## src/sv/polyline_arc_length_interpolator_macros.svh

```systemverilog
// Assertion macros for the polyline arc-length interpolator.
// Used by the top level; the enclosing module must provide clk and rst.
`ifndef POLYLINE_ARC_LENGTH_INTERPOLATOR_MACROS_SVH
`define POLYLINE_ARC_LENGTH_INTERPOLATOR_MACROS_SVH

// Same-cycle implication, checked outside of reset.
`define PLAL_ASSERT_IMP(lbl, ante, cons) \
  lbl: assert property (@(posedge clk) disable iff (rst) (ante) |-> (cons)) \
    else $error("assertion failed");

// Next-cycle implication, checked outside of reset.
`define PLAL_ASSERT_NXT(lbl, ante, cons) \
  lbl: assert property (@(posedge clk) disable iff (rst) (ante) |=> (cons)) \
    else $error("assertion failed");

`endif

```

## src/sv/plal_ram.sv

```systemverilog
// Simple dual-port synchronous RAM, one write and one registered read port.
// Used for the vertex store and the segment length table; no dependencies.
`default_nettype none

module plal_ram #(
  parameter int DEPTH = 16,
  parameter int WIDTH = 72
) (
  input  wire logic                     clk,
  input  wire logic                     we,
  input  wire logic [$clog2(DEPTH)-1:0] waddr,
  input  wire logic [WIDTH-1:0]         wdata,
  input  wire logic                     re,
  input  wire logic [$clog2(DEPTH)-1:0] raddr,
  output logic      [WIDTH-1:0]         rdata
);

  logic [WIDTH-1:0] mem [DEPTH];

  always_ff @(posedge clk) begin
    if (we) begin
      mem[waddr] <= wdata;
    end
  end

  always_ff @(posedge clk) begin
    if (re) begin
      rdata <= mem[raddr];
    end
  end

endmodule

`default_nettype wire

```

## config.mk

```make
export PLATFORM = sky130hd
export DESIGN_NAME = plal_ram
export DESIGN_NICKNAME = d
export VERILOG_FILES = /design/src/sv/polyline_arc_length_interpolator_macros.svh /design/src/sv/plal_ram.sv
export SDC_FILE = /design/constraint.sdc
export NUM_CORES = 1
export LEC_CHECK = 0
export BUFFER_PORTS_ARGS = -buffer_cell sky130_fd_sc_hd__buf_2
export CORE_AREA = 8 8 313 315
export DETAILED_ROUTE_END_ITERATION = 8
export DIE_AREA = 0 0 321 323
export MAX_ROUTING_LAYER = met4
export PLACE_DENSITY_LB_ADDON = 0.12
export SYNTH_ARGS = -nofsm -noshare
export SYNTH_HDL_FRONTEND = slang
export SYNTH_SLANG_ARGS = --single-unit
export TNS_END_PERCENT = 30
```

## constraint.sdc

```tcl
create_clock -name clk -period 12 [get_ports clk]
set_clock_uncertainty 0.05 [all_clocks]
set_input_delay 0.6 -clock clk [delete_from_list [all_inputs] [get_ports clk]]
set_output_delay 0.6 -clock clk [all_outputs]
set_load 0.03 [all_outputs]
```

==> impl_metrics.csv <==
group,metric,value,unit
critical_path,worstSetupEndpoint,"rdata[56]",
grt,grt_max_degree,120,
power,total_power,9.18,mW
power,comb_power_share,4.8,%
final_layout,fin_nets,2160,
detailed_routing,num_vias,20300,
sta,drv_slew,0,
final_layout,nFillCells,6894,
detailed_routing,wl,105000,um
power,power.density,177,nW/um^2
yosys,syn_area,45300,um^2
sta,setup_slack,8.31,ns
clocking,cts-root-buf,"clkbuf_16",
final_layout,ff_latch_area,36800,um^2
placed_design,globalplace.congestion,0.700,
critical_path,start_kind,"input port",
sta,finalSetupTns,0,ns
power,p_int,7.32,mW
power,power.switching,1.86,mW
clocking,post_cts_resized,0,
power,pwr-share-seq,52.8,%
detailed_routing,drt_pass1_iterations,5,
placed_design,numPortBuffers,154,
sta,whs,0.242,ns
critical_path,rr_worst_depth,3,
clocking,cts_tree,"built",
grt,grt_pass1_wl,152000,um
placed_design,dp_worst_setup_slack,7.63,ns
clocking,path_clk_slew,0.06,ns
final_layout,multi_input_area,8110,um^2
die,die_area,104000,um^2
run,drv_cap,0,
detailed_routing,drt_iter0_markers,1820,
sta,rsz0062_at_grt,"false",
detailed_routing,drc,0,
yosys,synth_seq_cells,1224,
grt,grt_pass1_vias,21700,
die,die_width,321,um
detailed_routing,ant_nets,0,
critical_path,reg2reg_from,"mem[11][32]",
sta,relSlewSlack,24.2,%
final_layout,fin_cells,3447,
sta,period_minus_slack,3.69,ns
yosys,syn_area_per_cell,24.5,um^2
clocking,cts_made_buffers,119,
placed_design,dp.cells,3210,
clocking,htreeDepth,3,
power,p_leak,16.5,nW
power,power.share.clock,42.4,%
yosys,synth_cells,1850,
final_layout,stdcell_area,51700,um^2
yosys,seq_area_frac_synth,81.2,%
detailed_routing,drt-wirelength-per-cell,30.4,um
grt,antenna_found_initial,17,
clocking,hold_buffers,0,
clocking,clk_latency,0.67,ns
sta,finalCritPeriodShare,30.8,%
yosys,synth_warnings,0,
final_layout,drive_gt1_share,31.7,%
grt,track_usage,20.8,%
placed_design,placed_area,47600,um^2
power,peakVddDrop,0.123,mV
critical_path,cp-end-kind,"register",
critical_path,path_max_fanout,90,
final_layout,syn_to_final_growth,14.3,%
die,boundaryPins,155,
sta,tightest_slew,1.14,ns
power,switching_share,20.3,%
final_layout,post-route-util,55.8,%
run_status,status,"complete, no violations",
critical_path,startpoint,"raddr[1]",
placed_design,dp_hpwl,50000,um
critical_path,r2r_end,"rdata[32]",
die,start_util,48.8,%
critical_path,required,12.37,ns
yosys,syn_nets,1933,
die,die_y,323,um
clocking,cts_sinks,1224,
yosys,synth_cell_type_count,17,
critical_path,reg2reg_slack,10.44,ns
worst_hold_path,min-delay-path-class,"in -> reg",
sta,fmax,0.271,GHz
clocking,post-cts-setup-buffer-count,0,
sta,setup_viol,0,
die,num_rows,112,
grt,grt_overflow,0,
die,core,92800,um^2
critical_path,critPathArrivalTime,4.06,ns
critical_path,critPathKind,"in -> reg",
detailed_routing,viasPerCell,5.90,
clocking,ctsLongestPathBuffers,3,
sta,hold_viol_final,0,
sequential cells by signal, summed over array words and instances (netlist names):
register / cells
mem: 1152
rdata: 72
placed cells by master, fill, tap and decap left out, types with 4 or more instances in the layout:
cell,n
edfxtp_1,1224
mux4_2,288
buf_2,151
a22oi_1,144
clkbuf_16,122
nand2_1,73
buf_4,47
clkinv_1,31
clkinv_2,30
bufinv_16,23
diode_2,13
nor2_4,13
clkbuf_1,11
nor3_2,4
clkinvlp_4,4
critical path, stage by stage:
cell and delay (ns):
buf_8 0.54, buf_4 0.91, buf_4 0.97, mux4_2 0.41, a22oi_1 0.25, nand2_1 0.08
power by group through the flow:
stage               Clock, mW  Sequential [mW]  Combinational [mW]
floorplan                   0             4.97               0.229
global placement            0             4.94               0.441
detailed placement          0             4.94               0.449
CTS                      3.96             4.85               0.449
global route             4.13             4.85               0.472
finish                   3.89             4.85               0.439
worst min-delay path by stage:
stage / from / endpoint / slack (ns) / cells past startpoint
2_1_floorplan: wdata[0] / mem[0][0] / 0.65 / 0
3_3_place_gp: mem[15][67] / rdata[67] / 0.68 / 3
3_5_place_dp: mem[14][69] / rdata[69] / 0.68 / 3
4_1_cts: wdata[45] / mem[6][45] / 0.19 / 1
5_1_grt: wdata[44] / mem[7][44] / 0.22 / 1
6_report: wdata[39] / mem[9][39] / 0.24 / 1
cell usage after synthesis (all sizes together):
| cell type | n | area [um^2] |
|---|---|---|
| a22oi | 144 | 1080 |
| and2 | 1 | 6.26 |
| buf | 45 | 358 |
| clkbuf | 50 | 188 |
| edfxtp | 1224 | 36800 |
| mux4 | 288 | 6490 |
| nand2 | 73 | 274 |
| nand2b | 2 | 12.5 |
| nand3 | 1 | 5.00 |
| nand3b | 2 | 15.0 |
| nor2 | 13 | 48.8 |
| nor2b | 2 | 12.5 |
| nor3 | 4 | 20.0 |
| or3b | 1 | 8.76 |
metal layers:
metal | share of wire (%) | global-route usage, %
met1 | 42 | 27.6
met2 | 51 | 34.2
met3 | 5.8 | 3.29
met4 | 1.9 | 4.91
met5 | 0 | -
cells by family after synthesis:
logic type             count (synthesis)  synth area share [%]
AO/OA/AOI/OAI                        144                  2.39
flip-flops                          1224                  81.2
AND/OR/NAND/NOR                       99                 0.890
multiplexers                         288                  14.3
buffers and inverters                 95                  1.21
final cells by class:
type | count | area share (%)
antenna | 13 | 0.0629
clock buffer | 133 | 5.98
sequential | 1224 | 71.0
timing repair buffer | 201 | 2.24
tap | 1254 | 3.03
clock inverter | 91 | 1.97
multi-input combinational | 531 | 15.7
Power figures use the tool's default switching activity.
