$ cat config.mk
export PLATFORM = sky130hd
export DESIGN_NAME = plal_mul
export DESIGN_NICKNAME = d
export VERILOG_FILES = /design/src/sv/polyline_arc_length_interpolator_macros.svh /design/src/sv/plal_mul.sv
export SDC_FILE = /design/constraint.sdc
export NUM_CORES = 1
export LEC_CHECK = 0
export BUFFER_PORTS_ARGS = -buffer_cell sky130_fd_sc_hd__buf_4
export CAP_MARGIN = 10
export CORE_ASPECT_RATIO = 0.75
export CORE_MARGIN = 8
export CORE_UTILIZATION = 51
export DETAILED_ROUTE_END_ITERATION = 12
export PLACE_DENSITY = 0.72
export SETUP_SLACK_MARGIN = 0.2
export SYNTH_ARGS = -nofsm -noshare
export SYNTH_HDL_FRONTEND = slang
export SYNTH_SLANG_ARGS = --single-unit
export TNS_END_PERCENT = 30
$ cat constraint.sdc
create_clock -name clk -period 6.14 [get_ports clk]
set_input_delay 0.614 -clock clk [delete_from_list [all_inputs] [get_ports clk]]
set_output_delay 0.614 -clock clk [all_outputs]
set_load 0.02 [all_outputs]
$ cat src/sv/polyline_arc_length_interpolator_macros.svh
// Assertion macros for the polyline arc-length interpolator.
// Used by the top level; the enclosing module must provide clk and rst.
`ifndef POLYLINE_ARC_LENGTH_INTERPOLATOR_MACROS_SVH
`define POLYLINE_ARC_LENGTH_INTERPOLATOR_MACROS_SVH

// Same-cycle implication, checked outside of reset.
`define PLAL_ASSERT_IMP(lbl, ante, cons) \
  lbl: assert property (@(posedge clk) disable iff (rst) (ante) |-> (cons)) \
    else $error("assertion failed");

// Next-cycle implication, checked outside of reset.
`define PLAL_ASSERT_NXT(lbl, ante, cons) \
  lbl: assert property (@(posedge clk) disable iff (rst) (ante) |=> (cons)) \
    else $error("assertion failed");

`endif

$ cat src/sv/plal_mul.sv
// Shift-and-add multiplier, one multiplier bit per cycle.
// Standalone unit; no dependencies.
`default_nettype none

module plal_mul #(
  parameter int AW = 49,
  parameter int BW = 24
) (
  input  wire logic               clk,
  input  wire logic               rst,
  input  wire logic               start,
  input  wire logic [AW-1:0]      a,
  input  wire logic [BW-1:0]      b,
  output logic                    done,
  output logic      [AW+BW-1:0]   prod
);

  localparam int CNT_W = $clog2(BW + 1);

  logic [AW+BW-1:0] ash;
  logic [BW-1:0]    bsh;
  logic [CNT_W-1:0] cnt;
  logic             busy;

  always_ff @(posedge clk) begin
    if (rst) begin
      busy <= 1'b0;
      done <= 1'b0;
      cnt  <= '0;
    end else begin
      if (start) begin
        busy <= 1'b1;
        done <= 1'b0;
        cnt  <= CNT_W'(BW);
        ash  <= (AW+BW)'(a);
        bsh  <= b;
        prod <= '0;
      end else if (busy) begin
        if (bsh[0]) begin
          prod <= prod + ash;
        end
        ash  <= {ash[AW+BW-2:0], 1'b0};
        bsh  <= {1'b0, bsh[BW-1:1]};
        cnt  <= cnt - 1'b1;
        done <= (cnt == CNT_W'(1));
        if (cnt == CNT_W'(1)) begin
          busy <= 1'b0;
        end
      end else begin
        done <= 1'b0;
      end
    end
  end

endmodule

`default_nettype wire

==> impl_results.md <==
- Outcome: finished, final reports clean
- Syn Area/Cell: 10.30 um2
- CP Max Fanout: 8
- Max VDD drop: 0.2334 mV
- # resized after CTS: 0
- Post-DRT Antenna Nets: 0
- Min Tclk post-route: 3.610 ns
- Post-CTS Setup Bufs: 0
- CP peak stage delay: 0.60 ns
- Most frequent cells after synthesis: edfxtp_1, nor2_1, a21oi_1
- Starting density of the core: 52.04%
- CTS tree: yes
- CP required: 6.34 ns
- Die W: 189.5 um
- Cell variety after synth: 69
- Sequential share of the synthesized area: 45.58%
- # hold bufs at CTS: 0
- Top_reg_cell synth: edfxtp_1
- Pwr per Cell Area: 271.5 nW/um2
- Drt drc: 0
- Area leader, netlist: edfxtp_1
- Sw frac: 32.57%
- Wire per inst: 19.70 um
- Leak: 0.005248 uW
- Via count: 9109
- Fmax: 277.0 MHz
- Psw: 1185 uW
- CP Data Arrival Time: 3.81 ns
- Async SR Flop Fraction: 0%
- Die H: 146.1 um
- # rows: 47
- First DRT Iteration DRCs: 749
- First-pass GRT wire length: 48260 um
- Most used cell, CP: o21ai_0
- Hold/Removal Path Class: input port to flop
- CTS max path bufs: 2
- Ports: 150
- Crit-path cells: ha_1 > nand2_1 > o21ai_0 > a21oi_1 > nor4_1 > o21ai_0 > nand2_1 > a21boi_0 > o21ai_0 > mux2_2
- Syn Inst Count: 1117
- Max_slew headroom: 37.93%
- DRT Wirelength: 30390 um
- Nets: 1385
- Clock sinks: 177
- Crit-path slowest cell: nor4_1
- Share of cells above drive strength 1: 22.13%
- Area grow syn2layout: 16.46%
- Largest net degree at the start of global routing: 74
- Gpl congestion: 0.9189
- Post-layout util: 60.61%
- Vias in the first global route: 8696
- Via-per-instance ratio: 5.907
- Die area: 27680 um2
- Count leader, synth: edfxtp_1
- Synth Register Bits: 177
- Initial antenna violation count: 0
- Share of the synthesized area in the top cell type: 44.36%
- Syn nets: 1268
- GR Overflow Total: 0
- Later-pin clock latency in the skew report: 0.45 ns
- HPWL after detailed placement: 22990 um
- Port Buf Inserts: 149
- TritonCTS Buffers: 17
- Final setup viols: 0
- Core area: 22110 um2
- H-tree depth: 4
- Reg clk slew, reported paths: 0.07 ns
- Root Driver: clkbuf_16
- Final Skew: 0.01518 ns
- Setup TNS: 0 ns
- Syn. warnings: 0
- Gate power share: 28.5%
- Total GRT Usage: 21.75%
- Slew Viols, Final: 0
- First-pass detailed-route iteration total: 5
- Post-synth design cell area: 11510 um2
- Worst Setup End Kind: flop
- Worst Setup Path Type: flop to flop
- Period utilization: 58.80%
- Sequential cell fraction of total power: 41.4%
- Slew of the pin with the lowest slew margin: 0.9311 ns
- Main area contributors after synthesis: edfxtp_1, ha_1, mux2_2
- Final Hold Fails: 0
- Worst setup SP type: flop
- Clock network fraction of design power: 30.1%
- EDFF count, synth: 170
- Number of max-cap violations: 0
- Internal power: 2454 uW
- Hold WS: 0.3801 ns
- RSZ-0062 raised after global routing: no
==> worst max-delay path: cells and delay by family, from the launching register on <==
kind,cells,cell delay [ns]
AOI/OAI and AO/OA,5,1.27
adders and majority gates,1,0.45
DFF,1,0.41
muxes,1,0.35
and+or+nand+nor,3,0.88
==> power by group through the flow <==
stage               Sequential (uW)  Clock (uW)  Combinational (uW)
floorplan                      1570           0                 678
global placement               1530           0                1010
detailed placement             1530           0                1020
CTS                            1510        1110                1020
global route                   1520        1150                1140
finish                         1510        1090                1040
==> per-layer routing <==
| layer | track usage [%] | routed length (um) | up-vias |
|---|---|---|---|
| li1 | - | - | 4392 |
| met1 | 32.79 | 14840 | 4359 |
| met2 | 30.01 | 12380 | 336 |
| met3 | 6.497 | 2914 | 22 |
| met4 | 4.641 | 256 | 0 |
| met5 | 0 | 0 | - |
==> worst paths after layout <==
| check | from | end | slack (ns) | cells after the start |
|---|---|---|---|---|
| worst max-delay path | prod[25]$_SDFFCE_PP0P_ | prod[71]$_SDFFCE_PP0P_ | 2.53 | 10 |
| worst min-delay path | rst | cnt[4]$_SDFFE_PP0N_ | 0.38 | 2 |
| worst max register to register | prod[25]$_SDFFCE_PP0P_ | prod[71]$_SDFFCE_PP0P_ | 2.53 | 10 |
| worst min register to register | cnt[1]$_SDFFE_PP0P_ | cnt[1]$_SDFFE_PP0P_ | 0.51 | 2 |
==> state kept, by name (all words and copies together) (netlist names) <==
name  count
done      1
ash      73
cnt       5
bsh      24
prod     73
busy      1
==> per-stage QoR <==
stage / area [um2] / instances / total power [uW] / setup slack (ns)
global route: 13400 / 1541 / 3802 / 2.356
floorplan: 11510 / 1117 / 2245 / 1.087
finish: 13400 / 1542 / 3639 / 2.530
CTS: 13400 / 1541 / 3643 / 2.617
detailed placement: 12820 / 1509 / 2551 / 2.640
global placement: 12820 / 1509 / 2543 / 2.531
==> cell families (layout without fill, tap and decap cells) <==
family,Yosys count,in the layout,share of synthesized area [%]
fa+ha+maj,75,75,8.220
buf+inv,79,209,2.664
xor+xnor,64,64,4.871
simple gates,352,352,14.47
compound gates,291,291,16.47
other cells,0,1,0
flops,177,177,45.58
mux,79,79,7.720
==> placed cells by master (no fill, tap or decap), types with 17 or more instances in the layout <==
master     count
nor2_1       136
nand4_1       31
clkbuf_16     17
nor3_1        23
xnor2_1       39
mux2_2        73
a21oi_1      100
o21bai_1      22
a21o_1        37
o21ai_0       51
nor2b_1       36
xor2_1        25
nand2_1       74
inv_1         23
buf_4        152
ha_1          74
edfxtp_1     170
==> final cells by class <==
cell class | count | area [um2]
Tap cell | 294 | 367.9
Clock buffer | 20 | 456.7
Multi-Input combinational cell | 861 | 5963
Timing Repair Buffer | 153 | 1152
Sequential cell | 177 | 5245
Antenna cell | 1 | 2.502
Fill cell | 1912 | 8710
Clock inverter | 12 | 121.4
Inverter | 24 | 92.59
(Power assumes the default switching activity.)
