--- config.mk ---
export PLATFORM = sky130hd
export DESIGN_NAME = plal_sqrt
export DESIGN_NICKNAME = d
export VERILOG_FILES = /design/src/sv/polyline_arc_length_interpolator_macros.svh /design/src/sv/plal_sqrt.sv
export SDC_FILE = /design/constraint.sdc
export NUM_CORES = 1
export LEC_CHECK = 0
export ABC_CLOCK_PERIOD_IN_PS = 15900
export BUFFER_PORTS_ARGS = -buffer_cell sky130_fd_sc_hd__buf_2
export CAP_MARGIN = 25
export CORE_ASPECT_RATIO = 0.75
export CORE_MARGIN = 2
export CORE_UTILIZATION = 60
export CTS_CLUSTER_SIZE = 12
export DETAILED_ROUTE_END_ITERATION = 12
export PLACE_DENSITY = 0.87
export SKIP_CTS_REPAIR_TIMING = 1
export SYNTH_ARGS = -nofsm -noshare
export SYNTH_HDL_FRONTEND = slang
export SYNTH_SLANG_ARGS = --single-unit
--- constraint.sdc ---
create_clock -name clk -period 15.9 [get_ports clk]
set_clock_uncertainty 0.1 [all_clocks]
set_input_delay 1.59 -clock clk [delete_from_list [all_inputs] [get_ports clk]]
set_output_delay 1.59 -clock clk [all_outputs]
set_load 0.005 [all_outputs]
--- src/sv/polyline_arc_length_interpolator_macros.svh ---
// Assertion macros for the polyline arc-length interpolator.
// Used by the top level; the enclosing module must provide clk and rst.
`ifndef POLYLINE_ARC_LENGTH_INTERPOLATOR_MACROS_SVH
`define POLYLINE_ARC_LENGTH_INTERPOLATOR_MACROS_SVH

// Same-cycle implication, checked outside of reset.
`define PLAL_ASSERT_IMP(lbl, ante, cons) \
  lbl: assert property (@(posedge clk) disable iff (rst) (ante) |-> (cons)) \
    else $error("assertion failed");

// Next-cycle implication, checked outside of reset.
`define PLAL_ASSERT_NXT(lbl, ante, cons) \
  lbl: assert property (@(posedge clk) disable iff (rst) (ante) |=> (cons)) \
    else $error("assertion failed");

`endif

--- src/sv/plal_sqrt.sv ---
// Iterative integer square root, one root bit per cycle (restoring method).
// Standalone unit; no dependencies.
`default_nettype none

module plal_sqrt #(
  parameter int ROOT_W = 33
) (
  input  wire logic                  clk,
  input  wire logic                  rst,
  input  wire logic                  start,
  input  wire logic [2*ROOT_W-1:0]   radicand,
  output logic                       done,
  output logic      [ROOT_W-1:0]     root
);

  localparam int CNT_W = $clog2(ROOT_W + 1);

  logic [2*ROOT_W-1:0] x;
  logic [ROOT_W+1:0]   rem;
  logic [CNT_W-1:0]    cnt;
  logic                busy;
  logic [ROOT_W+1:0]   rem_sh;
  logic [ROOT_W+1:0]   trial;

  assign rem_sh = {rem[ROOT_W-1:0], x[2*ROOT_W-1 -: 2]};
  assign trial  = {root, 2'b01};

  always_ff @(posedge clk) begin
    if (rst) begin
      busy <= 1'b0;
      done <= 1'b0;
      cnt  <= '0;
    end else begin
      if (start) begin
        busy <= 1'b1;
        done <= 1'b0;
        cnt  <= CNT_W'(ROOT_W);
        x    <= radicand;
        rem  <= '0;
        root <= '0;
      end else if (busy) begin
        x <= {x[2*ROOT_W-3:0], 2'b00};
        if (rem_sh >= trial) begin
          rem  <= rem_sh - trial;
          root <= {root[ROOT_W-2:0], 1'b1};
        end else begin
          rem  <= rem_sh;
          root <= {root[ROOT_W-2:0], 1'b0};
        end
        cnt  <= cnt - 1'b1;
        done <= (cnt == CNT_W'(1));
        if (cnt == CNT_W'(1)) begin
          busy <= 1'b0;
        end
      end else begin
        done <= 1'b0;
      end
    end
  end

endmodule

`default_nettype wire

==> flow_metrics.py <==
metrics = {
    "logic_synthesis": {
        "synth_edf_count": 132,
        "synth_fa_ha_area_share_pct": 5.970,
        "synth_top_family_by_area": "multiplexers",
        "synthCells": 651,
        "syn_nets": 757,
        "synth_top_area_share_pct": 51.11,
        "ys_async_sr_fraction_pct": 0,
        "ys_types": 67,
        "synth.mux.area_fraction_pct": 13.12,
        "synth_area_leaders": "edfxtp_1 (51%), mux2_2 (9.4%), ha_1 (6.0%), nor2_1 (4.4%), mux2i_1 (3.5%)",
        "synth_compound_gate_area_share_pct": 10.18,
        "syn_area_um2": 7755,
        "ys_seq_area_share_pct": 53.18,
        "syn_avg_cell_area_um2": 11.91,
        "yosys.area.top_type": "edfxtp_1",
        "ys.flop_type": "edfxtp_1",
        "ys_ff_latch": 140,
        "synth_warnings": 0,
        "synth-simple-area-share_pct": 9.874,
        "synth_xor_xnor_area_share_pct": 3.840,
    },
    "setup_path": {
        "cp_cell_sequence": "buf_4 -> nor2_1 -> nor2_4 -> buf_16 -> buf_4 -> buf_16",
        "cp.arrival_ns": 3.73,
        "end_kind": "flop",
        "max_stage_delay_ns": 0.54,
        "worstSetupPathType": "in2reg",
        "path_delay_family": "buffers and inverters",
        "cp_max_fo": 61,
        "startpoint_type": "input pin",
        "cp_slowest_cell": "nor2_4",
        "cp.required_ns": 15.90,
        "critPathBufInv": 4,
    },
    "clocking": {
        "htree_num_levels": 4,
        "clkSlewWorstSetupHoldPaths_ns": 0.06,
        "clkLatencyLatePin_ns": 0.43,
        "cts_root_buf": "clkbuf_16",
        "tritoncts": "done",
        "cts_buffer_depth": 2,
        "cts_inserted_buffers": 17,
        "clock-sinks": 140,
    },
    "final_layout": {
        "fillers": 829,
        "final_util_pct": 72.91,
        "final_cell_mix": "edfxtp_1 (132), buf_2 (101), nor2_1 (90), mux2_2 (65), inv_1 (44)",
        "layoutNonFillerInstCount": 933,
        "final_common_cell": "edfxtp_1",
        "syn_to_final_growth_pct": 16.92,
        "finish.net_count": 859,
        "drive_gt1_share_pct": 29.50,
    },
    "drt": {
        "routed_wl_um": 16990,
        "drc": 0,
        "viasPerCell": 5.909,
        "num_vias": 5513,
        "ant_nets": 0,
        "drtIter0Drc": 533,
        "wire_per_inst_um": 18.21,
        "firstDrtPassIters": 5,
    },
    "timing": {
        "max_freq_mhz": 267.7,
        "relSlewSlack_pct": 55.42,
        "tns_ns": 0,
        "rsz0062_at_grt": "false",
        "hold-worst-slack_ns": 0.4223,
        "fin_crit_sh_pct": 23.49,
        "hold_viol": 0,
        "setup_viol": 0,
        "worst_slew_pin_slew_ns": 0.6671,
        "final_max_slew_viol_count": 0,
        "post-route-min-period_ns": 3.735,
    },
    "outcome": {
        "outcome": "finished, final reports clean",
    },
    "global_routing": {
        "grt-ovfl-total": 0,
        "grtUsageTotal_pct": 25.42,
        "grt_use_met1_pct": 31.89,
        "antenna_found_initial": 1,
        "grt_use_met2_pct": 42.05,
        "grt_pass1_vias": 5510,
        "grt_max_degree": 103,
        "busiest_layer": "met2",
        "grt_pass1_wl_um": 26980,
        "global_route.usage.met3_pct": 7.540,
    },
    "floorplanning": {
        "die_area_um2": 13860,
        "num_rows": 35,
        "start_util_pct": 62.35,
        "core_um2": 12440,
        "io_pins": 103,
        "die_w_um": 135.3,
        "die_h_um": 102.5,
    },
    "pwr": {
        "powerDensity_nw_per_um2": 119.6,
        "power_leakage_nw": 3.703,
        "ir_drop_v": 0.0001029,
        "p_total_mw": 1.084,
    },
    "placed_design": {
        "finalWeightedCongestion": 0.9119,
        "io_buffers": 102,
        "placed_cells": 898,
        "hpwl_um": 11100,
    },
    "job": {
        "max_cap_violations": 0,
    },
    "worst_hold_path": {
        "hold_class": "reg2reg",
    },
}
[final cells by class]
cell class / instances / area (µm²) / area share [%]
well taps: 166 / 207.7 / 2.291
clock buffers: 17 / 425.4 / 4.692
flip-flops and latches: 140 / 4124 / 45.48
diodes: 1 / 2.502 / 0.02760
multi-input cells: 442 / 3348 / 36.93
inverters: 44 / 165.2 / 1.821
repair buffers: 108 / 618.1 / 6.817
clock inverters: 15 / 176.4 / 1.946
[Yosys cell counts, types with 4 or more instances]
library cell	n
inv_1	44
o21ai_0	16
nor3_1	8
o21a_1	4
mux2i_1	27
xor2_1	14
clkbuf_1	15
mux2_2	65
buf_2	4
nor2_1	91
nand3_1	6
edfxtp_1	132
nand2b_1	7
nand4_1	4
dfxtp_1	8
a21o_1	14
a21oi_1	32
ha_1	37
nand2_1	26
xnor2_1	20
and2_1	4
nor4_1	6
[flip-flops by register name, summed over array words and instances (netlist names)]
name / count
cnt: 6
busy: 1
done: 1
rem: 33
root: 33
x: 66
[path summary, 6_finish.rpt]
path,from,to,slack [ns],cells after the start
max,start,rem[29]$_SDFFCE_PP0P_,12.17,6
min,cnt[1]$_SDFFE_PP0P_,cnt[1]$_SDFFE_PP0P_,0.42,2
max reg2reg,rem[4]$_SDFFCE_PP0P_,rem[25]$_SDFFCE_PP0P_,12.21,11
min reg2reg,cnt[1]$_SDFFE_PP0P_,cnt[1]$_SDFFE_PP0P_,0.42,2
[tightest hold or removal path, stage by stage (launching register included)]
cell       delay [ns]
dfxtp_1          0.33
nor2_1           0.09
a2111oi_0        0.06
[stage by stage]
| stage | setup WS, ns | instance area [µm²] |
|---|---|---|
| after floorplan | 7.161 | 7755 |
| after global placement | 11.40 | 8381 |
| after detailed placement | 11.51 | 8408 |
| after CTS | 11.96 | 9010 |
| after global routing | 11.99 | 9065 |
| final | 12.17 | 9067 |
[cell families (layout without fill, tap and decap cells)]
family	Yosys count	count (layout)
buf+inv	69	184
simple gates	168	168
xor+xnor	34	34
compound gates	110	110
flops	140	140
other cells	0	1
mux	93	93
fa+ha+maj	37	37
[layer usage]
metal	wire [µm]	up-vias
met3	1276	46
met1	7292	2663
met5	0	-
met4	406	0
li1	-	2579
met2	8016	225
[report_power, final]
part           switching, mW  internal, mW  total (mW)
clock                  0.173         0.237       0.410
sequential            0.0130         0.439       0.452
combinational          0.126        0.0965       0.223
total                  0.312         0.772        1.08
Power figures use the tool's default switching activity.
