[src/sv/polyline_arc_length_interpolator_macros.svh]
// Assertion macros for the polyline arc-length interpolator.
// Used by the top level; the enclosing module must provide clk and rst.
`ifndef POLYLINE_ARC_LENGTH_INTERPOLATOR_MACROS_SVH
`define POLYLINE_ARC_LENGTH_INTERPOLATOR_MACROS_SVH

// Same-cycle implication, checked outside of reset.
`define PLAL_ASSERT_IMP(lbl, ante, cons) \
  lbl: assert property (@(posedge clk) disable iff (rst) (ante) |-> (cons)) \
    else $error("assertion failed");

// Next-cycle implication, checked outside of reset.
`define PLAL_ASSERT_NXT(lbl, ante, cons) \
  lbl: assert property (@(posedge clk) disable iff (rst) (ante) |=> (cons)) \
    else $error("assertion failed");

`endif

[src/sv/plal_div.sv]
// Restoring divider, one quotient bit per cycle; quotient must fit QW bits.
// Standalone unit; no dependencies.
`default_nettype none

module plal_div #(
  parameter int NW = 74,
  parameter int DW = 50,
  parameter int QW = 24
) (
  input  wire logic           clk,
  input  wire logic           rst,
  input  wire logic           start,
  input  wire logic [NW-1:0]  num,
  input  wire logic [DW-1:0]  den,
  output logic                done,
  output logic      [QW-1:0]  quot
);

  localparam int CNT_W = $clog2(QW + 1);

  logic [NW-1:0]    r;
  logic [NW-1:0]    dsh;
  logic [CNT_W-1:0] cnt;
  logic             busy;

  always_ff @(posedge clk) begin
    if (rst) begin
      busy <= 1'b0;
      done <= 1'b0;
      cnt  <= '0;
    end else begin
      if (start) begin
        busy <= 1'b1;
        done <= 1'b0;
        cnt  <= CNT_W'(QW);
        r    <= num;
        dsh  <= NW'({den, {(QW-1){1'b0}}});
        quot <= '0;
      end else if (busy) begin
        if (r >= dsh) begin
          r    <= r - dsh;
          quot <= {quot[QW-2:0], 1'b1};
        end else begin
          quot <= {quot[QW-2:0], 1'b0};
        end
        dsh  <= {1'b0, dsh[NW-1:1]};
        cnt  <= cnt - 1'b1;
        done <= (cnt == CNT_W'(1));
        if (cnt == CNT_W'(1)) begin
          busy <= 1'b0;
        end
      end else begin
        done <= 1'b0;
      end
    end
  end

endmodule

`default_nettype wire

[config.mk]
export PLATFORM = sky130hd
export DESIGN_NAME = plal_div
export DESIGN_NICKNAME = d
export VERILOG_FILES = /design/src/sv/polyline_arc_length_interpolator_macros.svh /design/src/sv/plal_div.sv
export SDC_FILE = /design/constraint.sdc
export NUM_CORES = 1
export LEC_CHECK = 0
export BUFFER_PORTS_ARGS = -buffer_cell sky130_fd_sc_hd__buf_2
export CORE_ASPECT_RATIO = 1.1
export CORE_MARGIN = 3
export CORE_UTILIZATION = 50
export DETAILED_ROUTE_END_ITERATION = 10
export PLACE_DENSITY = 0.71
export SETUP_SLACK_MARGIN = 0.1
export SLEW_MARGIN = 10
export SYNTH_ARGS = -nofsm -noshare
export SYNTH_HDL_FRONTEND = slang
export SYNTH_SLANG_ARGS = --single-unit
[constraint.sdc]
create_clock -name clk -period 7.9 [get_ports clk]
set_input_delay 1.185 -clock clk [delete_from_list [all_inputs] [get_ports clk]]
set_output_delay 1.185 -clock clk [all_outputs]
set_load 0.05 [all_outputs]
==> results of run 1 <==
## worst paths after layout
path | from | to | slack (ns) | cells past startpoint
worst max-delay path | dsh[0] | r[20] | 3.30 | 12
worst min-delay path | cnt[1] | cnt[1] | 0.53 | 2
worst max register to register | dsh[0] | r[20] | 3.30 | 12
worst min register to register | cnt[1] | cnt[1] | 0.53 | 2
## cell type report
| class | count | area [um^2] | area share, % |
|---|---|---|---|
| clock buffers | 17 | 425 | 3.23 |
| clock inverters | 15 | 186 | 1.42 |
| inverters | 97 | 364 | 2.77 |
| multi-input cells | 930 | 5750 | 43.7 |
| flip-flops and latches | 178 | 5280 | 40.1 |
| well taps | 295 | 369 | 2.80 |
| repair buffers | 155 | 795 | 6.04 |
## stage by stage
stage	setup WS, ns	cells	utilization, %
after floorplan	1.30	1267	-
after global placement	3.55	1655	55.9
after detailed placement	3.39	1655	55.9
after CTS	3.37	1687	58.6
after global routing	2.98	1687	58.6
final	3.30	1687	58.6
## routing by layer
layer | wire length (um) | track usage [%] | up-vias
met1 | 13000 | 31.2 | 4569
met5 | 0 | 0 | -
met4 | 657 | 7.10 | 0
met2 | 13800 | 37.8 | 275
met3 | 1400 | 3.03 | 51
li1 | - | - | 4774
## power groups by stage
stage | Clock [mW] | Sequential, mW | Combinational, mW
finish | 0.878 | 1.16 | 0.807
global route | 0.930 | 1.17 | 0.897
CTS | 0.884 | 1.16 | 0.799
detailed placement | 0 | 1.18 | 0.792
global placement | 0 | 1.18 | 0.782
floorplan | 0 | 1.21 | 0.566
## cell families (layout without fill, tap and decap cells)
kind of cell               after synthesis  count (layout)
DFF                                    178             178
xor gates and xnor gates                68              68
and+or+nand+nor                        387             387
adders and majority gates               76              76
AOI/OAI and AO/OA                      399             399
buffers and inverters                  159             284
## critical path: cells and delay by family (launching register included)
family                     cells  cell delay [ns]
AOI/OAI and AO/OA              8             2.24
adders and majority gates      2             0.63
buffers and inverters          1             0.75
DFF                            1             0.38
and+or+nand+nor                1             0.18
## synthesized netlist by cell type (10+ instances only)
| library cell | n |
|---|---|
| nor3_1 | 15 |
| inv_1 | 97 |
| and3_1 | 14 |
| edfxtp_1 | 171 |
| o21bai_1 | 19 |
| xnor2_1 | 40 |
| a21oi_1 | 106 |
| and2_1 | 10 |
| nor2_1 | 63 |
| xor2_1 | 28 |
| nand4_1 | 31 |
| clkbuf_1 | 48 |
| a21o_1 | 41 |
| nand2b_1 | 10 |
| nor2b_1 | 31 |
| nor4_1 | 10 |
| o21ai_0 | 151 |
| ha_1 | 75 |
| o21a_1 | 10 |
| o21ai_1 | 15 |
| nand3_1 | 10 |
| nand2_1 | 176 |
## registers in the layout, summed over array words and instances (netlist names)
register and count:
r 74, dsh 73, quot 24, cnt 5
busy 1, done 1
==> summary.md, run 1 <==
| Metric | Value |
|---|---|
| Post-cts resize count | `0` |
| Max Clk Rate | `0.217 GHz` |
| Combinational fraction of design power | `28.3%` |
| CTS tree | `built` |
| Synth Area in Compound Gates | `20.3%` |
| Placer Congestion | `0.909` |
| TritonRoute pass-1 iters | `5` |
| # fillers | `2020` |
| DR WL/cell | `17.1 um` |
| Most frequent cells in the layout | `nand2_1, edfxtp_1, o21ai_0` |
| DRT antenna net count | `0` |
| Syn_nets | `1470` |
| Hold Vio Cnt, Final | `0` |
| Final total power | `2.85 mW` |
| Yosys synthesis warning count | `0` |
| Final Max Slew Viols | `0` |
| Main synth FF type | `edfxtp_1` |
| Run status | `finished clean` |
| Arr. time, crit path | `4.67 ns` |
| Pin count of the biggest net entering global routing | `117` |
| Power Density | `216 mW/mm^2` |
| Final wirelength | `28800 um` |
| First-pass GRT wire length | `46700 um` |
| Simple-gate share of the synthesized area | `15.7%` |
| Switching share of power | `34.3%` |
| Area delta synth->final | `13.3%` |
| Share of layout cells above drive strength 1 | `14.4%` |
| Sequential Power Share | `40.8%` |
| Die area | `0.0251 mm^2` |
| Core Footprint | `0.0225 mm^2` |
| Cell variety after synth | `62` |
| Row cnt | `57` |
| Yosys top cell by area | `edfxtp_1` |
| # diodes | `0` |
| Clk_lat worst skew | `0.44 ns` |
| Initial DRC Count | `763` |
| Fin nets | `1582` |
| Overall global routing resource usage | `22.9%` |
| Register area share after synthesis | `45.4%` |
| Post-DP HPWL | `21100 um` |
| CP startpoint kind | `flop` |
| CTS sink count | `178` |
| Syn Area/Cell | `9.17 um^2` |
| Adder-cell area share of the yosys netlist | `8.25%` |
| Pleak | `5.54 nW` |
| Worst-path clk slew | `0.08 ns` |
| Pint | `1.87 mW` |
| Antenna violations before repair | `0` |
| Mapped Area | `0.0116 mm^2` |
| Hold-fix buffers, CTS | `0` |
| Max Cap Violations | `0` |
| Drt drc | `0` |
| Number of I/O pins | `152` |
| Vias | `9669` |
| Number of global-route vias before repair | `9546` |
| Root buffer cell | `clkbuf_16` |
| Minimum clock period | `4.60 ns` |
| Clock Skew | `0.00900 ns` |
| Post-route cell area | `0.0132 mm^2` |
| H-tree levels | `4` |
| I/O Buffers | `151` |
| Hold Worst Slack | `0.527 ns` |
| RSZ-0062 raised after global routing | `no` |
| Post-synth top area share | `44.2%` |
| Final setup fails | `0` |
| Worst Path Required | `7.97 ns` |
| Worst vdd ir | `0.000134 V` |
| Slowest stage delay, CP | `0.75 ns` |
| Die width | `151 um` |
| CP cell instances | `ha_1 -> fa_1 -> nand2b_1 -> a21oi_1 -> o21ai_0 -> o2111ai_1 -> a211oi_1 -> o21ai_1 -> o22ai_1 -> o31ai_1 -> o21a_2 -> buf_4` |
| Post-synth EDFFs | `171` |
| Placed Area | `0.0125 mm^2` |
| Overflow after GRT | `0` |
| Postcts setup bufs | `0` |
| Xor/xnor share of the synthesized area | `5.13%` |
| FF+latch count, synth | `178` |
| Initial Utilization | `51.7%` |
| CP endpoint kind | `flop` |
| Top cells by area, synth | `edfxtp_1, ha_1, o21ai_0` |
| CTS Buf Count | `17` |
| Post-route setup TNS | `0 ns` |
| Max FO, Critical Path | `58` |
| Post-synthesis mux area share | `0%` |
| Longest Clk Path Bufs | `2` |
| Commonest non-fill, non-tap cell in the layout | `nand2_1` |
| Setup CP Type | `flop to flop` |
| Asr flop ratio synth | `0%` |
| Die Y | `166 um` |
| Crit share post-route | `58.3%` |
| Critical path's slowest cell | `buf_4` |
| Post-Syn Instances | `1267` |
| Slew HR | `37.4%` |
| Largest family of logic cells by synthesized area | `compound AO/OA/AOI/OAI gates` |
| NetSw | `0.976 mW` |
| Via density | `5.73` |
| Worst slew pin tran | `0.939 ns` |
| Worst hold path type | `flop to flop` |
| Clock network fraction of design power | `30.8%` |
Note: power is estimated with default switching activity, not from simulation.
==> run 2, diff against run 1 <==
clock period = 4 ns   (was 7.9 ns; I/O delays follow)
==> summary.md, run 2 (synthesized netlist as in run 1, its figures left out) <==
| Metric | Value |
|---|---|
| Minimum clock period | `3.67 ns (was 4.60 ns)` |
| Commonest non-fill, non-tap cell in the layout | `nand2_1 (unchanged)` |
| Die Y | `166 um (unchanged)` |
| I/O Buffers | `151 (unchanged)` |
| Drt drc | `0 (unchanged)` |
| GRT met2 Usage | `37.1% (was 37.8%)` |
| Run status | `finished clean (unchanged)` |
| Post-DP HPWL | `21300 um (was 21100 um)` |
| Via density | `5.70 (was 5.73)` |
| # diodes | `0 (unchanged)` |
| Overflow after GRT | `0 (unchanged)` |
| Die area | `0.0251 mm^2 (unchanged)` |
| Crit share post-route | `91.7% (was 58.3%)` |
| Number of global-route vias before repair | `9479 (was 9546)` |
| DR WL/cell | `17.0 um (was 17.1 um)` |
| Core Footprint | `0.0225 mm^2 (unchanged)` |
| Met1 Resource Use GR | `32.4% (was 31.2%)` |
| Global route hottest layer | `met2 (unchanged)` |
| Hold Path Stages | `3 (was 2)` |
| Fin nets | `1587 (was 1582)` |
| Post-route setup TNS | `0 ns (unchanged)` |
| TritonRoute pass-1 iters | `5 (unchanged)` |
| Hold Path Sink | `r[45] (was cnt[1])` |
| CP endpoint kind | `flop (unchanged)` |
| Most frequent cells in the layout | `nand2_1, edfxtp_1, o21ai_0 (unchanged)` |
| Slowest stage delay, CP | `0.40 ns (was 0.75 ns)` |
| Overall global routing resource usage | `23.0% (was 22.9%)` |
| CTS tree | `built (unchanged)` |
| CTS Buf Count | `17 (unchanged)` |
| H-tree levels | `4 (unchanged)` |
| First-pass GRT wire length | `46800 um (was 46700 um)` |
| Hold_sp | `num[45] (was cnt[1])` |
| Die width | `151 um (unchanged)` |
| Met3 GRT Util | `3.03% (unchanged)` |
| Hold Worst Slack | `0.434 ns (was 0.527 ns)` |
| Worst-path clk slew | `0.08 ns (about the same)` |
| Slew HR | `43.9% (was 37.4%)` |
| Pleak | `5.58 nW (was 5.54 nW)` |
| Power Density | `425 mW/mm^2 (was 216 mW/mm^2)` |
| Final Max Slew Viols | `0 (unchanged)` |
| Row cnt | `57 (unchanged)` |
| R2R cell count | `12 (unchanged)` |
| Arr. time, crit path | `3.81 ns (was 4.67 ns)` |
| Final setup fails | `0 (unchanged)` |
| Flop2flop setup slack | `0.33 ns (was 3.30 ns)` |
| Biggest regs | `r: 74 flops, dsh: 73 flops, quot: 24 flops (unchanged)` |
| Max Clk Rate | `0.273 GHz (was 0.217 GHz)` |
| Longest Clk Path Bufs | `2 (unchanged)` |
| Initial DRC Count | `875 (was 763)` |
| Hold-fix buffers, CTS | `0 (unchanged)` |
| DP Cell Count | `1659 (was 1655)` |
| Placer Congestion | `0.954 (was 0.909)` |
| CTS sink count | `178 (unchanged)` |
| Max Cap Violations | `0 (unchanged)` |
| Register name with the most flops | `r (unchanged)` |
| Worst Path Required | `4.14 ns (was 7.97 ns)` |
| CP startpoint kind | `flop (unchanged)` |
| Hold Vio Cnt, Final | `0 (unchanged)` |
| Worst slew pin tran | `0.842 ns (was 0.939 ns)` |
| Max reg flops | `74 (unchanged)` |
| Clock Skew | `0.0156 ns (was 0.00900 ns)` |
| Worst hold path type | `input pin to flop (was flop to flop)` |
| Reg2reg end | `r[19] (was r[20])` |
| Worst vdd ir | `0.000286 V (was 0.000134 V)` |
| Fin cells | `1692 (was 1687)` |
| Max FO, Critical Path | `23 (was 58)` |
| Final wirelength | `28700 um (was 28800 um)` |
| Pin count of the biggest net entering global routing | `221 (was 117)` |
| RSZ-0062 raised after global routing | `no (unchanged)` |
| R2r startpoint | `dsh[0] (unchanged)` |
| CP cell instances | `ha_1 -> fa_1 -> nand2b_1 -> a21oi_1 -> o21ai_0 -> o2111ai_2 -> a211oi_1 -> o21ai_1 -> o22ai_1 -> o31ai_2 -> o21a_4 -> buf_12 (was ha_1 -> fa_1 -> nand2b_1 -> a21oi_1 -> o21ai_0 -> o2111ai_1 -> a211oi_1 -> o21ai_1 -> o22ai_1 -> o31ai_1 -> o21a_2 -> buf_4)` |
| Number of I/O pins | `152 (unchanged)` |
| DRT antenna net count | `0 (unchanged)` |
| Vias | `9646 (was 9669)` |
| Clk_lat worst skew | `0.44 ns (about the same)` |
| Critical path's slowest cell | `fa_1 (was buf_4)` |
| Setup CP Type | `flop to flop (unchanged)` |
| Share of layout cells above drive strength 1 | `14.9% (was 14.4%)` |
| Initial Utilization | `51.7% (unchanged)` |
| Area delta synth->final | `14.2% (was 13.3%)` |
| Root buffer cell | `clkbuf_16 (unchanged)` |
| Antenna violations before repair | `0 (unchanged)` |
[run 2: worst max-delay path by stage]
stage / depth (start not counted) / slack (ns) / endpoint / from
final: 12 / 0.33 / r[19] / dsh[0]
after global routing: 12 / 0.11 / r[19] / dsh[0]
after CTS: 12 / 0.13 / r[19] / dsh[0]
after detailed placement: 12 / 0.19 / r[18] / dsh[0]
after global placement: 13 / 0.34 / r[19] / r[0]
after floorplan: 5 / -0.66 / r[0] / start
[run 2: power by group]
group / leakage, nW / internal (mW) / switching, mW / total [mW]
logic: 3.58 / 0.615 / 0.993 / 1.61
clock network: 0.296 / 0.854 / 0.876 / 1.73
registers: 1.70 / 2.25 / 0.0499 / 2.30
total: 5.58 / 3.72 / 1.92 / 5.63
[run 2: worst max-delay path, delay by kind of cell (launching register included)]
family / cells / cell delay [ns]
adder cells (fa/ha/maj): 2 / 0.61
AO/OA/AOI/OAI: 8 / 1.96
AND/OR/NAND/NOR: 1 / 0.18
flip-flops: 1 / 0.37
buffers and inverters: 1 / 0.21
[run 2: routing by layer]
layer  wire length (um)  share of wire [%]  vias to the layer above
li1                   -                  -                     4768
met1              13000                 45                     4559
met2              13600                 47                      274
met3               1500                5.2                       45
met4                616                2.1                        0
met5                  0                  0                        -
[run 2: area by class of cell]
cell class	count	area (um^2)
Clock buffer	17	425
Clock inverter	15	184
Fill cell	2029	9190
Inverter	97	364
Multi-Input combinational cell	930	5770
Sequential cell	178	5280
Tap cell	295	369
Timing Repair Buffer	160	882
[run 2: through the flow]
stage          area [um^2]  setup WS, ns  power [mW]  util, %
2_1_floorplan        11700        -0.663        3.50        -
3_3_place_gp         12600         0.338        3.89     56.3
3_5_place_dp         12600         0.187        3.92     56.3
4_1_cts              13300         0.132        5.65     59.0
5_1_grt              13300         0.108        5.93     59.1
6_report             13300         0.331        5.63     59.1
[run 2: repair_timing]
action                     4_1_cts  5_1_grt
setup endpoints to repair       64       64
setup buffers                    0        1
gates resized for setup          1        1
==> run 3, diff against run 2 <==
CELL_PAD_IN_SITES_DETAIL_PLACEMENT = 0   (was unset)
CELL_PAD_IN_SITES_GLOBAL_PLACEMENT = 1   (was unset)
CORE_UTILIZATION = 41   (was 50)
PLACE_DENSITY = 0.76   (was 0.71)
==> summary.md, run 3 (synthesized netlist as in run 1, its figures left out) <==
| Metric | Value |
|---|---|
| Initial Utilization | `41.7% (was 51.7%)` |
| RSZ-0062 raised after global routing | `no (unchanged)` |
| Drt drc | `0 (unchanged)` |
| Placer Congestion | `0.863 (was 0.954)` |
| Arr. time, crit path | `3.73 ns (was 3.81 ns)` |
| Most frequent cells in the layout | `nand2_1, edfxtp_1, o21ai_0 (unchanged)` |
| Max Clk Rate | `0.279 GHz (was 0.273 GHz)` |
| H-tree levels | `4 (unchanged)` |
| Clk_lat worst skew | `0.45 ns (was 0.44 ns)` |
| Sequential Power Share | `41.0% (was 40.8%)` |
| Postcts setup bufs | `0 (unchanged)` |
| Root buffer cell | `clkbuf_16 (unchanged)` |
| DR WL/cell | `16.8 um (was 17.0 um)` |
| NetSw | `1.82 mW (was 1.92 mW)` |
| CP endpoint kind | `flop (unchanged)` |
| Hold Vio Cnt, Final | `0 (unchanged)` |
| Run status | `finished clean (unchanged)` |
| Worst-path clk slew | `0.08 ns (about the same)` |
| Max reg flops | `74 (unchanged)` |
| Minimum clock period | `3.59 ns (was 3.67 ns)` |
| CTS tree | `built (unchanged)` |
| Pint | `3.78 mW (was 3.72 mW)` |
| Die Y | `183 um (was 166 um)` |
| CTS Buf Count | `17 (unchanged)` |
| Die area | `0.0304 mm^2 (was 0.0251 mm^2)` |
| CP startpoint kind | `flop (unchanged)` |
| Fin nets | `1586 (was 1587)` |
| Final Max Slew Viols | `0 (unchanged)` |
| Register name with the most flops | `r (unchanged)` |
| Final setup fails | `0 (unchanged)` |
| Final wirelength | `29500 um (was 28700 um)` |
| Initial DRC Count | `630 (was 875)` |
| Biggest regs | `r: 74 flops, dsh: 73 flops, quot: 24 flops (unchanged)` |
| Combinational fraction of design power | `28.9% (was 28.5%)` |
| Worst vdd ir | `0.000201 V (was 0.000286 V)` |
| Max Cap Violations | `0 (unchanged)` |
| Overall global routing resource usage | `19.3% (was 23.0%)` |
| I/O Buffers | `151 (unchanged)` |
| Clock network fraction of design power | `30.1% (was 30.7%)` |
| Hold Worst Slack | `0.424 ns (was 0.434 ns)` |
| Worst hold path type | `input pin to flop (unchanged)` |
| Crit share post-route | `89.7% (was 91.7%)` |
| CTS sink count | `178 (unchanged)` |
| Worst Path Required | `4.14 ns (about the same)` |
| Hold-fix buffers, CTS | `0 (unchanged)` |
| DRT antenna net count | `0 (unchanged)` |
| Slew HR | `51.0% (was 43.9%)` |
| Commonest non-fill, non-tap cell in the layout | `nand2_1 (unchanged)` |
| Die width | `167 um (was 151 um)` |
| Setup CP Type | `flop to flop (unchanged)` |
| Row cnt | `64 (was 57)` |
| Share of layout cells above drive strength 1 | `14.8% (was 14.9%)` |
| Switching share of power | `32.5% (was 34.1%)` |
| Via density | `5.37 (was 5.70)` |
| Clock Skew | `0.0171 ns (was 0.0156 ns)` |
| TritonRoute pass-1 iters | `5 (unchanged)` |
| Max FO, Critical Path | `31 (was 23)` |
| # fillers | `2721 (was 2029)` |
| Pin count of the biggest net entering global routing | `123 (was 221)` |
| Core Footprint | `0.0279 mm^2 (was 0.0225 mm^2)` |
| Power Density | `420 mW/mm^2 (was 425 mW/mm^2)` |
| Antenna violations before repair | `0 (unchanged)` |
| Vias | `9447 (was 9646)` |
| Final total power | `5.60 mW (was 5.63 mW)` |
| Overflow after GRT | `0 (unchanged)` |
| Number of I/O pins | `152 (unchanged)` |
| Number of global-route vias before repair | `9523 (was 9479)` |
| Worst slew pin tran | `0.735 ns (was 0.842 ns)` |
| Pleak | `5.57 nW (was 5.58 nW)` |
| First-pass GRT wire length | `48100 um (was 46800 um)` |
| # diodes | `0 (unchanged)` |
| Longest Clk Path Bufs | `2 (unchanged)` |
| Post-DP HPWL | `22000 um (was 21300 um)` |
| Final Util | `47.8% (was 59.1%)` |
| Area delta synth->final | `14.8% (was 14.2%)` |
==> run 3: cell count changes in the layout (fill, tap and decap cells not counted), sizes merged <==
cell | previous run | this run
buf | 159 | 157
clkbuf | 18 | 25
clkinv | 7 | 3
inv | 105 | 103
==> run 3: worst max-delay path, stage by stage (launching register included) <==
cell	delay (ns)
edfxtp_1	0.38
ha_1	0.43
nand4_1	0.21
or4_1	0.65
a31oi_1	0.22
a211oi_1	0.11
o21ai_1	0.24
o22ai_1	0.15
o31ai_1	0.33
o21a_2	0.30
buf_12	0.23
==> run 3: final cells by class <==
| type | count | area [um^2] | share of cell area [%] |
|---|---|---|---|
| timing repair buffer | 159 | 892 | 6.69 |
| inverter | 97 | 364 | 2.73 |
| sequential | 178 | 5280 | 39.6 |
| clock buffer | 23 | 512 | 3.84 |
| multi-input combinational | 930 | 5770 | 43.3 |
| clock inverter | 9 | 63.8 | 0.479 |
| tap | 363 | 454 | 3.41 |
==> run 3: power groups by stage <==
stage | combinational [mW] | clock (mW) | sequential [mW]
6_report | 1.62 | 1.69 | 2.30
5_1_grt | 1.82 | 1.78 | 2.31
4_1_cts | 1.61 | 1.72 | 2.30
3_5_place_dp | 1.60 | 0 | 2.34
3_3_place_gp | 1.59 | 0 | 2.33
2_1_floorplan | 1.12 | 0 | 2.38
==> run 3: path summary, 6_finish.rpt <==
kind | end | start | cells past startpoint | slack (ns)
worst max-delay path | r[39] | r[49] | 10 | 0.41
worst min-delay path | dsh[46] | den[23] | 3 | 0.42
worst min register to register | cnt[1] | cnt[1] | 2 | 0.51
worst max register to register | r[39] | r[49] | 10 | 0.41
==> run 3: repair_timing <==
item / in CTS / in global routing
setup endpoints to repair: 0 / 74
hold endpoints to repair: 0 / 0
gates resized for setup: 0 / 4
==> run 3: metrics by stage <==
step	setup slack [ns]	TNS (ns)	instances	area, um^2
2_1_floorplan	-0.663	-49.04	1267	11700
3_3_place_gp	0.429	0	1726	12700
3_5_place_dp	0.312	0	1726	12700
4_1_cts	0.279	0	1758	13300
5_1_grt	0.111	0	1759	13300
6_report	0.413	0	1759	13300
==> run 3: per-layer routing <==
layer | vias up | track usage [%] | part of all wire (%)
met5 | - | 0 | 0
met4 | 0 | 5.81 | 1.8
met3 | 35 | 2.86 | 4.2
met2 | 208 | 32.7 | 48
met1 | 4430 | 25.9 | 46
li1 | 4774 | - | -
